File: src/hw/rtl/lfc_pkg.sv
// Shared constants for the LRU/FIFO replacement cache.
`timescale 1ns / 1ps
package lfc_pkg;

  // Fixed field widths of the ports
  localparam int IN_KEY_W  = 16;
  localparam int MISS_W    = 32;
  localparam int CFG_IDX_W = 1;
  localparam int CFG_DAT_W = 5;

  // Configuration register indexes
  localparam logic [CFG_IDX_W-1:0] REG_CAPACITY = 1'd0;
  localparam logic [CFG_IDX_W-1:0] REG_POLICY   = 1'd1;

  // Replacement policy codes
  localparam logic POLICY_LRU  = 1'b0;
  localparam logic POLICY_FIFO = 1'b1;

  // Sequencer states
  localparam logic [1:0] ST_IDLE = 2'd0;
  localparam logic [1:0] ST_SCAN = 2'd1;
  localparam logic [1:0] ST_DONE = 2'd2;

endpackage

File: src/hw/rtl/lfc_entry_ram.sv
// Single-port-read, single-port-write entry memory with registered read data.
`timescale 1ns / 1ps
module lfc_entry_ram #(
  parameter int WIDTH = 20,
  parameter int DEPTH = 16
) (
  input  logic                                   clk,
  input  logic                                   rd_en,
  input  logic [(DEPTH > 1 ? $clog2(DEPTH) : 1)-1:0] rd_addr,
  output logic [WIDTH-1:0]                       rd_data,
  input  logic                                   wr_en,
  input  logic [(DEPTH > 1 ? $clog2(DEPTH) : 1)-1:0] wr_addr,
  input  logic [WIDTH-1:0]                       wr_data
);

  logic [WIDTH-1:0] mem [DEPTH];
  logic [WIDTH-1:0] rd_data_r;

  always_ff @(posedge clk) begin
    if (wr_en) begin
      mem[wr_addr] <= wr_data;
    end
  end

  always_ff @(posedge clk) begin
    if (rd_en) begin
      rd_data_r <= mem[rd_addr];
    end
  end

  assign rd_data = rd_data_r;

endmodule

File: src/hw/rtl/lru_fifo_cache_replacement.sv
// Top level: fully associative key cache with LRU or FIFO replacement.
`timescale 1ns / 1ps
// A request is taken when start is high and busy is low. Busy stays high
// while a request sweeps the entries, so a new request is taken only once
// the previous one is done. Its result appears on the out_ ports with out_valid
// high for one cycle; the receiver cannot stall it, so capture it then.
// The entry memory has a single read port, so the request sweeps it one
// way per cycle: each sweep finds the match, the oldest entry and the first
// free way, and applies the age and key update left by the previous request.
// Valid bits sit in flip-flops, so no clearing pass follows reset.
// Configuration writes are taken at any edge but belong between requests.
module lru_fifo_cache_replacement #(
  parameter int WAYS     = 16,
  parameter int KEY_BITS = 16
) (
  input  logic                            clk,
  input  logic                            rst_n,
  input  logic                            start,
  output logic                            busy,
  input  logic [lfc_pkg::IN_KEY_W-1:0]    in_request_key,
  output logic                            out_valid,
  output logic                            out_hit,
  output logic [lfc_pkg::MISS_W-1:0]      out_miss_count,
  output logic                            out_victim_valid,
  output logic [lfc_pkg::IN_KEY_W-1:0]    out_victim_key,
  input  logic                            cfg_we,
  input  logic [lfc_pkg::CFG_IDX_W-1:0]   cfg_index,
  input  logic [lfc_pkg::CFG_DAT_W-1:0]   cfg_data
);
  import lfc_pkg::*;

  localparam int IDX_W  = (WAYS > 1) ? $clog2(WAYS) : 1;
  localparam int RANK_W = IDX_W;
  localparam int CNT_W  = $clog2(WAYS + 1);
  localparam int LIM_W  = RANK_W + 1;
  localparam int ENT_W  = KEY_BITS + RANK_W;
  localparam logic [LIM_W-1:0] LIM_ALL  = LIM_W'(WAYS);
  localparam logic [CNT_W-1:0] CNT_LAST = CNT_W'(WAYS);

  logic [1:0]            state_r;
  logic [CNT_W-1:0]      cnt_r;
  logic [KEY_BITS-1:0]   key_r;

  logic [CFG_DAT_W-1:0]  cap_r;
  logic                  policy_r;

  logic [WAYS-1:0]       valid_r;
  logic [CNT_W-1:0]      fill_r;
  logic [MISS_W-1:0]     miss_r;

  // update owed to the memory by the previous request
  logic                  pend_en_r;
  logic [IDX_W-1:0]      pend_way_r;
  logic [LIM_W-1:0]      pend_lim_r;
  logic                  pend_wkey_r;
  logic [KEY_BITS-1:0]   pend_key_r;

  // read pipeline tag
  logic                  chk_vld_r;
  logic [IDX_W-1:0]      chk_way_r;

  // sweep results
  logic                  found_r;
  logic [IDX_W-1:0]      found_way_r;
  logic [RANK_W-1:0]     found_rank_r;
  logic                  free_found_r;
  logic [IDX_W-1:0]      free_way_r;
  logic                  old_found_r;
  logic [IDX_W-1:0]      old_way_r;
  logic [RANK_W-1:0]     old_rank_r;
  logic [KEY_BITS-1:0]   old_key_r;

  logic                  out_valid_r;
  logic                  out_hit_r;
  logic [MISS_W-1:0]     out_miss_r;
  logic                  out_vv_r;
  logic [IN_KEY_W-1:0]   out_vkey_r;

  logic                  rd_issue;
  logic [ENT_W-1:0]      rd_data;
  logic [KEY_BITS-1:0]   rd_key;
  logic [RANK_W-1:0]     rd_rank;
  logic                  chk_valid;
  logic                  is_pway;
  logic [KEY_BITS-1:0]   upd_key;
  logic [RANK_W-1:0]     upd_rank;
  logic                  wr_en;
  logic [CNT_W-1:0]      cap_eff;
  logic                  accept;

  assign accept   = start && (state_r == ST_IDLE);
  assign busy     = (state_r != ST_IDLE);
  assign rd_issue = (state_r == ST_SCAN) && (cnt_r != CNT_LAST);

  lfc_entry_ram #(
    .WIDTH (ENT_W),
    .DEPTH (WAYS)
  ) u_ram (
    .clk     (clk),
    .rd_en   (rd_issue),
    .rd_addr (cnt_r[IDX_W-1:0]),
    .rd_data (rd_data),
    .wr_en   (wr_en),
    .wr_addr (chk_way_r),
    .wr_data ({upd_key, upd_rank})
  );

  // Apply the pending update to the entry just read.
  always_comb begin
    rd_key    = rd_data[ENT_W-1:RANK_W];
    rd_rank   = rd_data[RANK_W-1:0];
    chk_valid = valid_r[chk_way_r];
    is_pway   = pend_en_r && (chk_way_r == pend_way_r);
    upd_key   = (is_pway && pend_wkey_r) ? pend_key_r : rd_key;
    if (is_pway) begin
      upd_rank = '0;
    end else if (pend_en_r && chk_valid && ({1'b0, rd_rank} < pend_lim_r)) begin
      upd_rank = rd_rank + RANK_W'(1);
    end else begin
      upd_rank = rd_rank;
    end
    wr_en = chk_vld_r && pend_en_r && chk_valid;
  end

  // clamp capacity into 1..WAYS
  always_comb begin
    if (cap_r == '0) begin
      cap_eff = CNT_W'(1);
    end else if (int'(cap_r) > WAYS) begin
      cap_eff = CNT_LAST;
    end else begin
      cap_eff = CNT_W'(cap_r);
    end
  end

  always_ff @(posedge clk) begin
    if (!rst_n) begin
      cap_r    <= CFG_DAT_W'(16);
      policy_r <= POLICY_LRU;
    end else if (cfg_we) begin
      unique case (cfg_index)
        REG_CAPACITY: cap_r    <= cfg_data;
        REG_POLICY:   policy_r <= cfg_data[0];
        default:      ;
      endcase
    end
  end

  always_ff @(posedge clk) begin
    if (!rst_n) begin
      state_r     <= ST_IDLE;
      cnt_r       <= '0;
      chk_vld_r   <= 1'b0;
      valid_r     <= '0;
      fill_r      <= '0;
      miss_r      <= '0;
      pend_en_r   <= 1'b0;
      out_valid_r <= 1'b0;
    end else begin
      out_valid_r <= 1'b0;
      chk_vld_r   <= rd_issue;
      unique case (state_r)
        ST_IDLE: begin
          if (start) begin
            state_r <= ST_SCAN;
            cnt_r   <= '0;
          end
        end
        ST_SCAN: begin
          if (rd_issue) begin
            cnt_r <= cnt_r + CNT_W'(1);
          end else begin
            // last entry is being checked this cycle
            state_r <= ST_DONE;
          end
        end
        ST_DONE: begin
          state_r     <= ST_IDLE;
          out_valid_r <= 1'b1;
          if (found_r) begin
            pend_en_r <= (policy_r == POLICY_LRU);
          end else begin
            pend_en_r <= 1'b1;
            if (miss_r != '1) begin
              miss_r <= miss_r + MISS_W'(1);
            end
            if ((fill_r < cap_eff) && free_found_r) begin
              valid_r[free_way_r] <= 1'b1;
              fill_r <= fill_r + CNT_W'(1);
            end
          end
        end
        default: state_r <= ST_IDLE;
      endcase
    end
  end

  // payload: request key, sweep trackers, pending update, result
  always_ff @(posedge clk) begin
    if (accept) begin
      key_r        <= KEY_BITS'(in_request_key);
      found_r      <= 1'b0;
      free_found_r <= 1'b0;
      old_found_r  <= 1'b0;
    end
    if (chk_vld_r) begin
      if (chk_valid) begin
        if (!found_r && (upd_key == key_r)) begin
          found_r      <= 1'b1;
          found_way_r  <= chk_way_r;
          found_rank_r <= upd_rank;
        end
        if (!old_found_r || (upd_rank > old_rank_r)) begin
          old_found_r <= 1'b1;
          old_way_r   <= chk_way_r;
          old_rank_r  <= upd_rank;
          old_key_r   <= upd_key;
        end
      end else if (!free_found_r) begin
        free_found_r <= 1'b1;
        free_way_r   <= chk_way_r;
      end
    end
    chk_way_r <= cnt_r[IDX_W-1:0];
    if (state_r == ST_DONE) begin
      out_hit_r <= found_r;
      out_vv_r  <= 1'b0;
      out_vkey_r <= '0;
      if (found_r) begin
        out_miss_r  <= miss_r;
        pend_way_r  <= found_way_r;
        pend_lim_r  <= {1'b0, found_rank_r};
        pend_wkey_r <= 1'b0;
      end else begin
        out_miss_r  <= (miss_r != '1) ? miss_r + MISS_W'(1) : miss_r;
        pend_wkey_r <= 1'b1;
        pend_key_r  <= key_r;
        if ((fill_r < cap_eff) && free_found_r) begin
          pend_way_r <= free_way_r;
          pend_lim_r <= LIM_ALL;
        end else begin
          // evict the oldest entry and reuse its way
          pend_way_r <= old_way_r;
          pend_lim_r <= {1'b0, old_rank_r};
          out_vv_r   <= old_found_r;
          out_vkey_r <= old_found_r ? IN_KEY_W'(old_key_r) : '0;
        end
      end
    end
  end

  assign out_valid        = out_valid_r;
  assign out_hit          = out_hit_r;
  assign out_miss_count   = out_miss_r;
  assign out_victim_valid = out_vv_r;
  assign out_victim_key   = out_vkey_r;

endmodule
File: config.mk
export PLATFORM = sky130hd
export DESIGN_NAME = lru_fifo_cache_replacement
export DESIGN_NICKNAME = d
export VERILOG_FILES = /design/src/hw/rtl/lfc_pkg.sv /design/src/hw/rtl/lfc_entry_ram.sv /design/src/hw/rtl/lru_fifo_cache_replacement.sv
export SDC_FILE = /design/constraint.sdc
export NUM_CORES = 1
export LEC_CHECK = 0
export BUFFER_PORTS_ARGS = -buffer_cell sky130_fd_sc_hd__buf_2
export CORE_MARGIN = 10
export CORE_UTILIZATION = 30
export DETAILED_ROUTE_END_ITERATION = 6
export HOLD_SLACK_MARGIN = 0.03
export PLACE_DENSITY = 0.54
export SLEW_MARGIN = 20
export SYNTH_ARGS = -nofsm -noshare
export SYNTH_HDL_FRONTEND = slang
export SYNTH_SLANG_ARGS = --single-unit
File: constraint.sdc
create_clock -name clk -period 13.3 [get_ports clk]
set_input_delay 0 -clock clk [delete_from_list [all_inputs] [get_ports clk]]
set_output_delay 0 -clock clk [all_outputs]
set_load 0.1 [all_outputs]
==> summary.md <==
| Metric | Value |
|---|---|
| Via count of the first global-routing pass | `11.5k` |
| YS warnings | `0` |
| Final clock skew | `0.0253 ns` |
| Setup TNS Final | `0 ns` |
| X dimension of the die | `288 um` |
| CP dominant cell by count | `sky130_fd_sc_hd__mux2i_1` |
| Global-route congestion overflow total | `0` |
| Total detailed-routing wirelength | `50,600 um` |
| Final critical-path share of the clock period | `38.0%` |
| Fraction of met2 tracks used by global routing | `19.4%` |
| Maximum buffer depth of the clock tree | `3` |
| Clock-pin slew on the worst setup and hold paths | `0.06 ns` |
| Leading cell types in the layout, fill and taps excluded | `sky130_fd_sc_hd__edfxtp_1, sky130_fd_sc_hd__nor2_1, sky130_fd_sc_hd__mux4_2` |
| Sequential element share of the synthesized area | `72.4%` |
| Iteration-0 DRC Markers | `1,090` |
| Worst relative slew slack | `29.0%` |
| Number of top-level pins | `78` |
| Worst path slowest cell | `sky130_fd_sc_hd__nor2_1` |
| Share of flip-flops with an asynchronous set or reset | `0%` |
| Slew Viols, Final | `0` |
| Critical path origin | `chk_way_r[1]` |
| Net total in the final layout | `1,431` |
| Share of final-layout standard cells stronger than drive strength 1 | `23.9%` |
| Starting density of the core | `30.2%` |
| Final Setup Violations | `0` |
| Via count of the routed design | `11.4k` |
| Main area contributors after synthesis | `sky130_fd_sc_hd__edfxtp_1, sky130_fd_sc_hd__mux4_2, sky130_fd_sc_hd__dfxtp_1` |
| Number of distinct library cell variants in the gate-level netlist after synthesis | `61` |
| R2R Path Start | `chk_way_r[1]` |
| Core Box Area | `71,200 um^2` |
| H-tree levels | `2` |
| Transition time of the tightest slew-check pin | `1.06 ns` |
| Max Clk Rate | `198 MHz` |
| EDFF count, synth | `468` |
| TritonCTS clock tree | `yes` |
| Final ANT Viol Nets | `0` |
| Drt first pass iters | `5` |
| Power share of the clock group | `44.7%` |
| Area growth from synthesis to layout | `17.9%` |
| Half-perimeter wire length after detailed placement | `29,100 um` |
| Ratio of routed vias to standard cells | `4.77` |
| Sequence of cells on the critical path | `mux2i_1 -> mux4_2 -> mux2i_1 -> o211ai_1 -> mux2i_1 -> nor2_1 -> ha_1 -> nor2b_1 -> o21ai_0 -> nand2b_1 -> a21oi_1 -> a41o_1 -> a21boi_4` |
| Inserted Clock Buffers | `56` |
| Instance count of the mapped netlist | `1,247` |
| Met3 track demand over resource in global routing | `2.58%` |
| Reg-to-reg slack, setup | `8.25 ns` |
| Cell type contributing the most total cell area after synthesis | `sky130_fd_sc_hd__edfxtp_1` |
| Tmin final | `5.05 ns` |
| Post-Syn Nets | `1,289` |
| Mean area per synthesized cell | `17.2 um^2` |
| Clock root buffer | `sky130_fd_sc_hd__clkbuf_16` |
| CP Capture Type | `register` |
| Summed instance area of the synthesized netlist | `21,500 um^2` |
| Clock sink count | `544` |
| GR peak layer | `met2` |
| Count of input and output buffers | `77` |
| Leading register cell type out of synthesis | `sky130_fd_sc_hd__edfxtp_1` |
| Internal power component | `2830 uW` |
| Crit path launch type | `register` |
| Critical Path End | `old_way_r[3]` |
| Leak pwr | `0.00812 uW` |
| Hold crit path type | `in2reg` |
| Signal arrival time at the worst endpoint | `5.27 ns` |
| Worst setup path category | `reg2reg` |
| Weighted congestion reported at the end of routability-driven placement | `0.772` |
| Worst path max stage delay | `0.82 ns` |
| Antenna cells | `0` |
| Floorplan die area | `82,800 um^2` |
| Max Fanout on Critical Path | `25` |
| Worst Reg2Reg Path Length in Cells | `13` |
| End of the worst register-to-register path | `old_way_r[3]` |
| Post-synth top area share | `65.4%` |
| Count of unresolved DRC violations after routing | `0` |
| Maximum number of pins on one net before global-route repair | `67` |
| Combinational fraction of design power | `2.8%` |
| Power dissipated by switching net loads | `730 uW` |
| Run status | `completed` |
| Number of max-cap violations | `0` |
| Wire length of the first global-routing pass | `75,300 um` |
| Power per unit of standard cell area | `141 nW/um^2` |
| Source-to-sink clock delay at the later pin of the worst-skew pair | `0.62 ns` |
| Number of synthesized register bits | `544` |
| Worst voltage drop across the vdd grid | `0.0887 mV` |
| Number of antenna violations at the first check in global routing | `1` |
| Placement Rows | `98` |
| Most common library cell in the layout ignoring fill and taps | `sky130_fd_sc_hd__edfxtp_1` |
| Switching part of the total | `20.5%` |
| Final std cells w/o fill | `2,387` |
| Placed Cells | `2,249` |
| Overall track demand over capacity in global routing | `12.1%` |
| Req. time, crit path | `13.52 ns` |
| Post-CTS Setup Bufs | `0` |
| Flop pwr share | `52.6%` |
| Routed length per placed instance | `21.2 um` |
| Setup repair after global routing missed its margin | `false` |
| Die Y-Extent | `288 um` |
| Met1 Track Usage GR | `16.6%` |
| Final-report hold violation count | `0` |
-- worst max-delay path, delay by kind of cell (launching register included) --
| kind | cells | cell delay (ns) |
|---|---|---|
| and+or+nand+nor | 3 | 1.03 |
| AOI/OAI and AO/OA | 5 | 1.46 |
| muxes | 4 | 1.16 |
| adders and majority gates | 1 | 0.25 |
| DFF | 1 | 0.75 |
-- per-layer routing --
| layer | vias to the layer above | share of wire [%] | wire, um |
|---|---|---|---|
| li1 | 5103 | - | - |
| met1 | 5901 | 45 | 22800 |
| met2 | 309 | 47 | 23800 |
| met3 | 74 | 5.9 | 2970 |
| met4 | 0 | 1.9 | 973 |
| met5 | - | 0 | 0 |
-- power by group through the flow --
stage / Sequential [uW] / Combinational, uW / Clock, uW
floorplan: 1900 / 67.9 / 0
global placement: 1910 / 91.1 / 0
detailed placement: 1910 / 92.2 / 0
CTS: 1870 / 100 / 1630
global route: 1870 / 108 / 1700
finish: 1870 / 98.2 / 1590
-- cells by family after synthesis --
| group | after synthesis | synth area share, % |
|---|---|---|
| compound gates | 68 | 2.03 |
| xor+xnor | 84 | 3.42 |
| fa+ha+maj | 16 | 0.931 |
| buf+inv | 80 | 1.48 |
| flops | 544 | 72.4 |
| mux | 138 | 12.4 |
| simple gates | 317 | 7.25 |
-- layout make-up --
cell class | instances | area [um^2]
clock buffer | 67 | 1490
clock inverter | 39 | 389
fill | 6671 | 45900
inverter | 28 | 105
multi-input combinational | 623 | 5700
sequential | 544 | 15600
tap | 950 | 1190
timing repair buffer | 136 | 908
-- cells in the mapped netlist, types with 18 or more instances --
library cell               instances
sky130_fd_sc_hd__inv_1            25
sky130_fd_sc_hd__mux2i_1          21
sky130_fd_sc_hd__dfxtp_1          76
sky130_fd_sc_hd__nor2_1          121
sky130_fd_sc_hd__edfxtp_1        468
sky130_fd_sc_hd__xor2_1           46
sky130_fd_sc_hd__o21ai_0          21
sky130_fd_sc_hd__nor3_1           25
sky130_fd_sc_hd__xnor2_1          38
sky130_fd_sc_hd__clkbuf_1         35
sky130_fd_sc_hd__nand4_1          18
sky130_fd_sc_hd__mux4_2          102
sky130_fd_sc_hd__nand2_1          56
sky130_fd_sc_hd__and2_1           23
-- metrics by stage --
stage          utilization [%]  total power [uW]  setup WS, ns  hold slack [ns]  instance area, um^2
3_5_place_dp              32.5              2000          7.94            0.178                23200
2_1_floorplan                -              1970          7.91           0.0889                21500
3_3_place_gp              32.5              2000          8.11            0.180                23200
5_1_grt                   35.6              3690          7.79           0.0681                25400
6_report                  35.6              3560          8.25           0.0850                25400
4_1_cts                   35.6              3610          7.94           0.0458                25300
-- worst min-delay path by stage --
stage                       start        end  slack, ns  depth (start not counted)
2_1_floorplan               rst_n   cap_r[4]       0.09                          1
3_3_place_gp    in_request_key[6]   key_r[6]       0.18                          1
3_5_place_dp   in_request_key[15]  key_r[15]       0.18                          1
4_1_cts         in_request_key[6]   key_r[6]       0.05                          2
5_1_grt         in_request_key[6]   key_r[6]       0.07                          2
6_report        in_request_key[6]   key_r[6]       0.09                          2
-- flip-flops by register name (all words and copies together) (netlist names), 2 cells and up --
register	flops
pend_way_r	4
pend_lim_r	5
valid_r	16
u_ram.mem	320
old_rank_r	4
pend_key_r	16
old_key_r	16
out_victim_key	16
fill_r	5
chk_way_r	4
u_ram.rd_data	20
found_way_r	4
state_r	2
cnt_r	5
old_way_r	4
cap_r	5
free_way_r	4
found_rank_r	4
key_r	16
out_miss_count	32
miss_r	32
-- timing repair --
action                     4_1_cts  5_1_grt
setup endpoints to repair        0        0
hold buffers                    32        0
gates resized for setup          0        0
hold endpoints to repair        31        0
(Power assumes the default switching activity.)
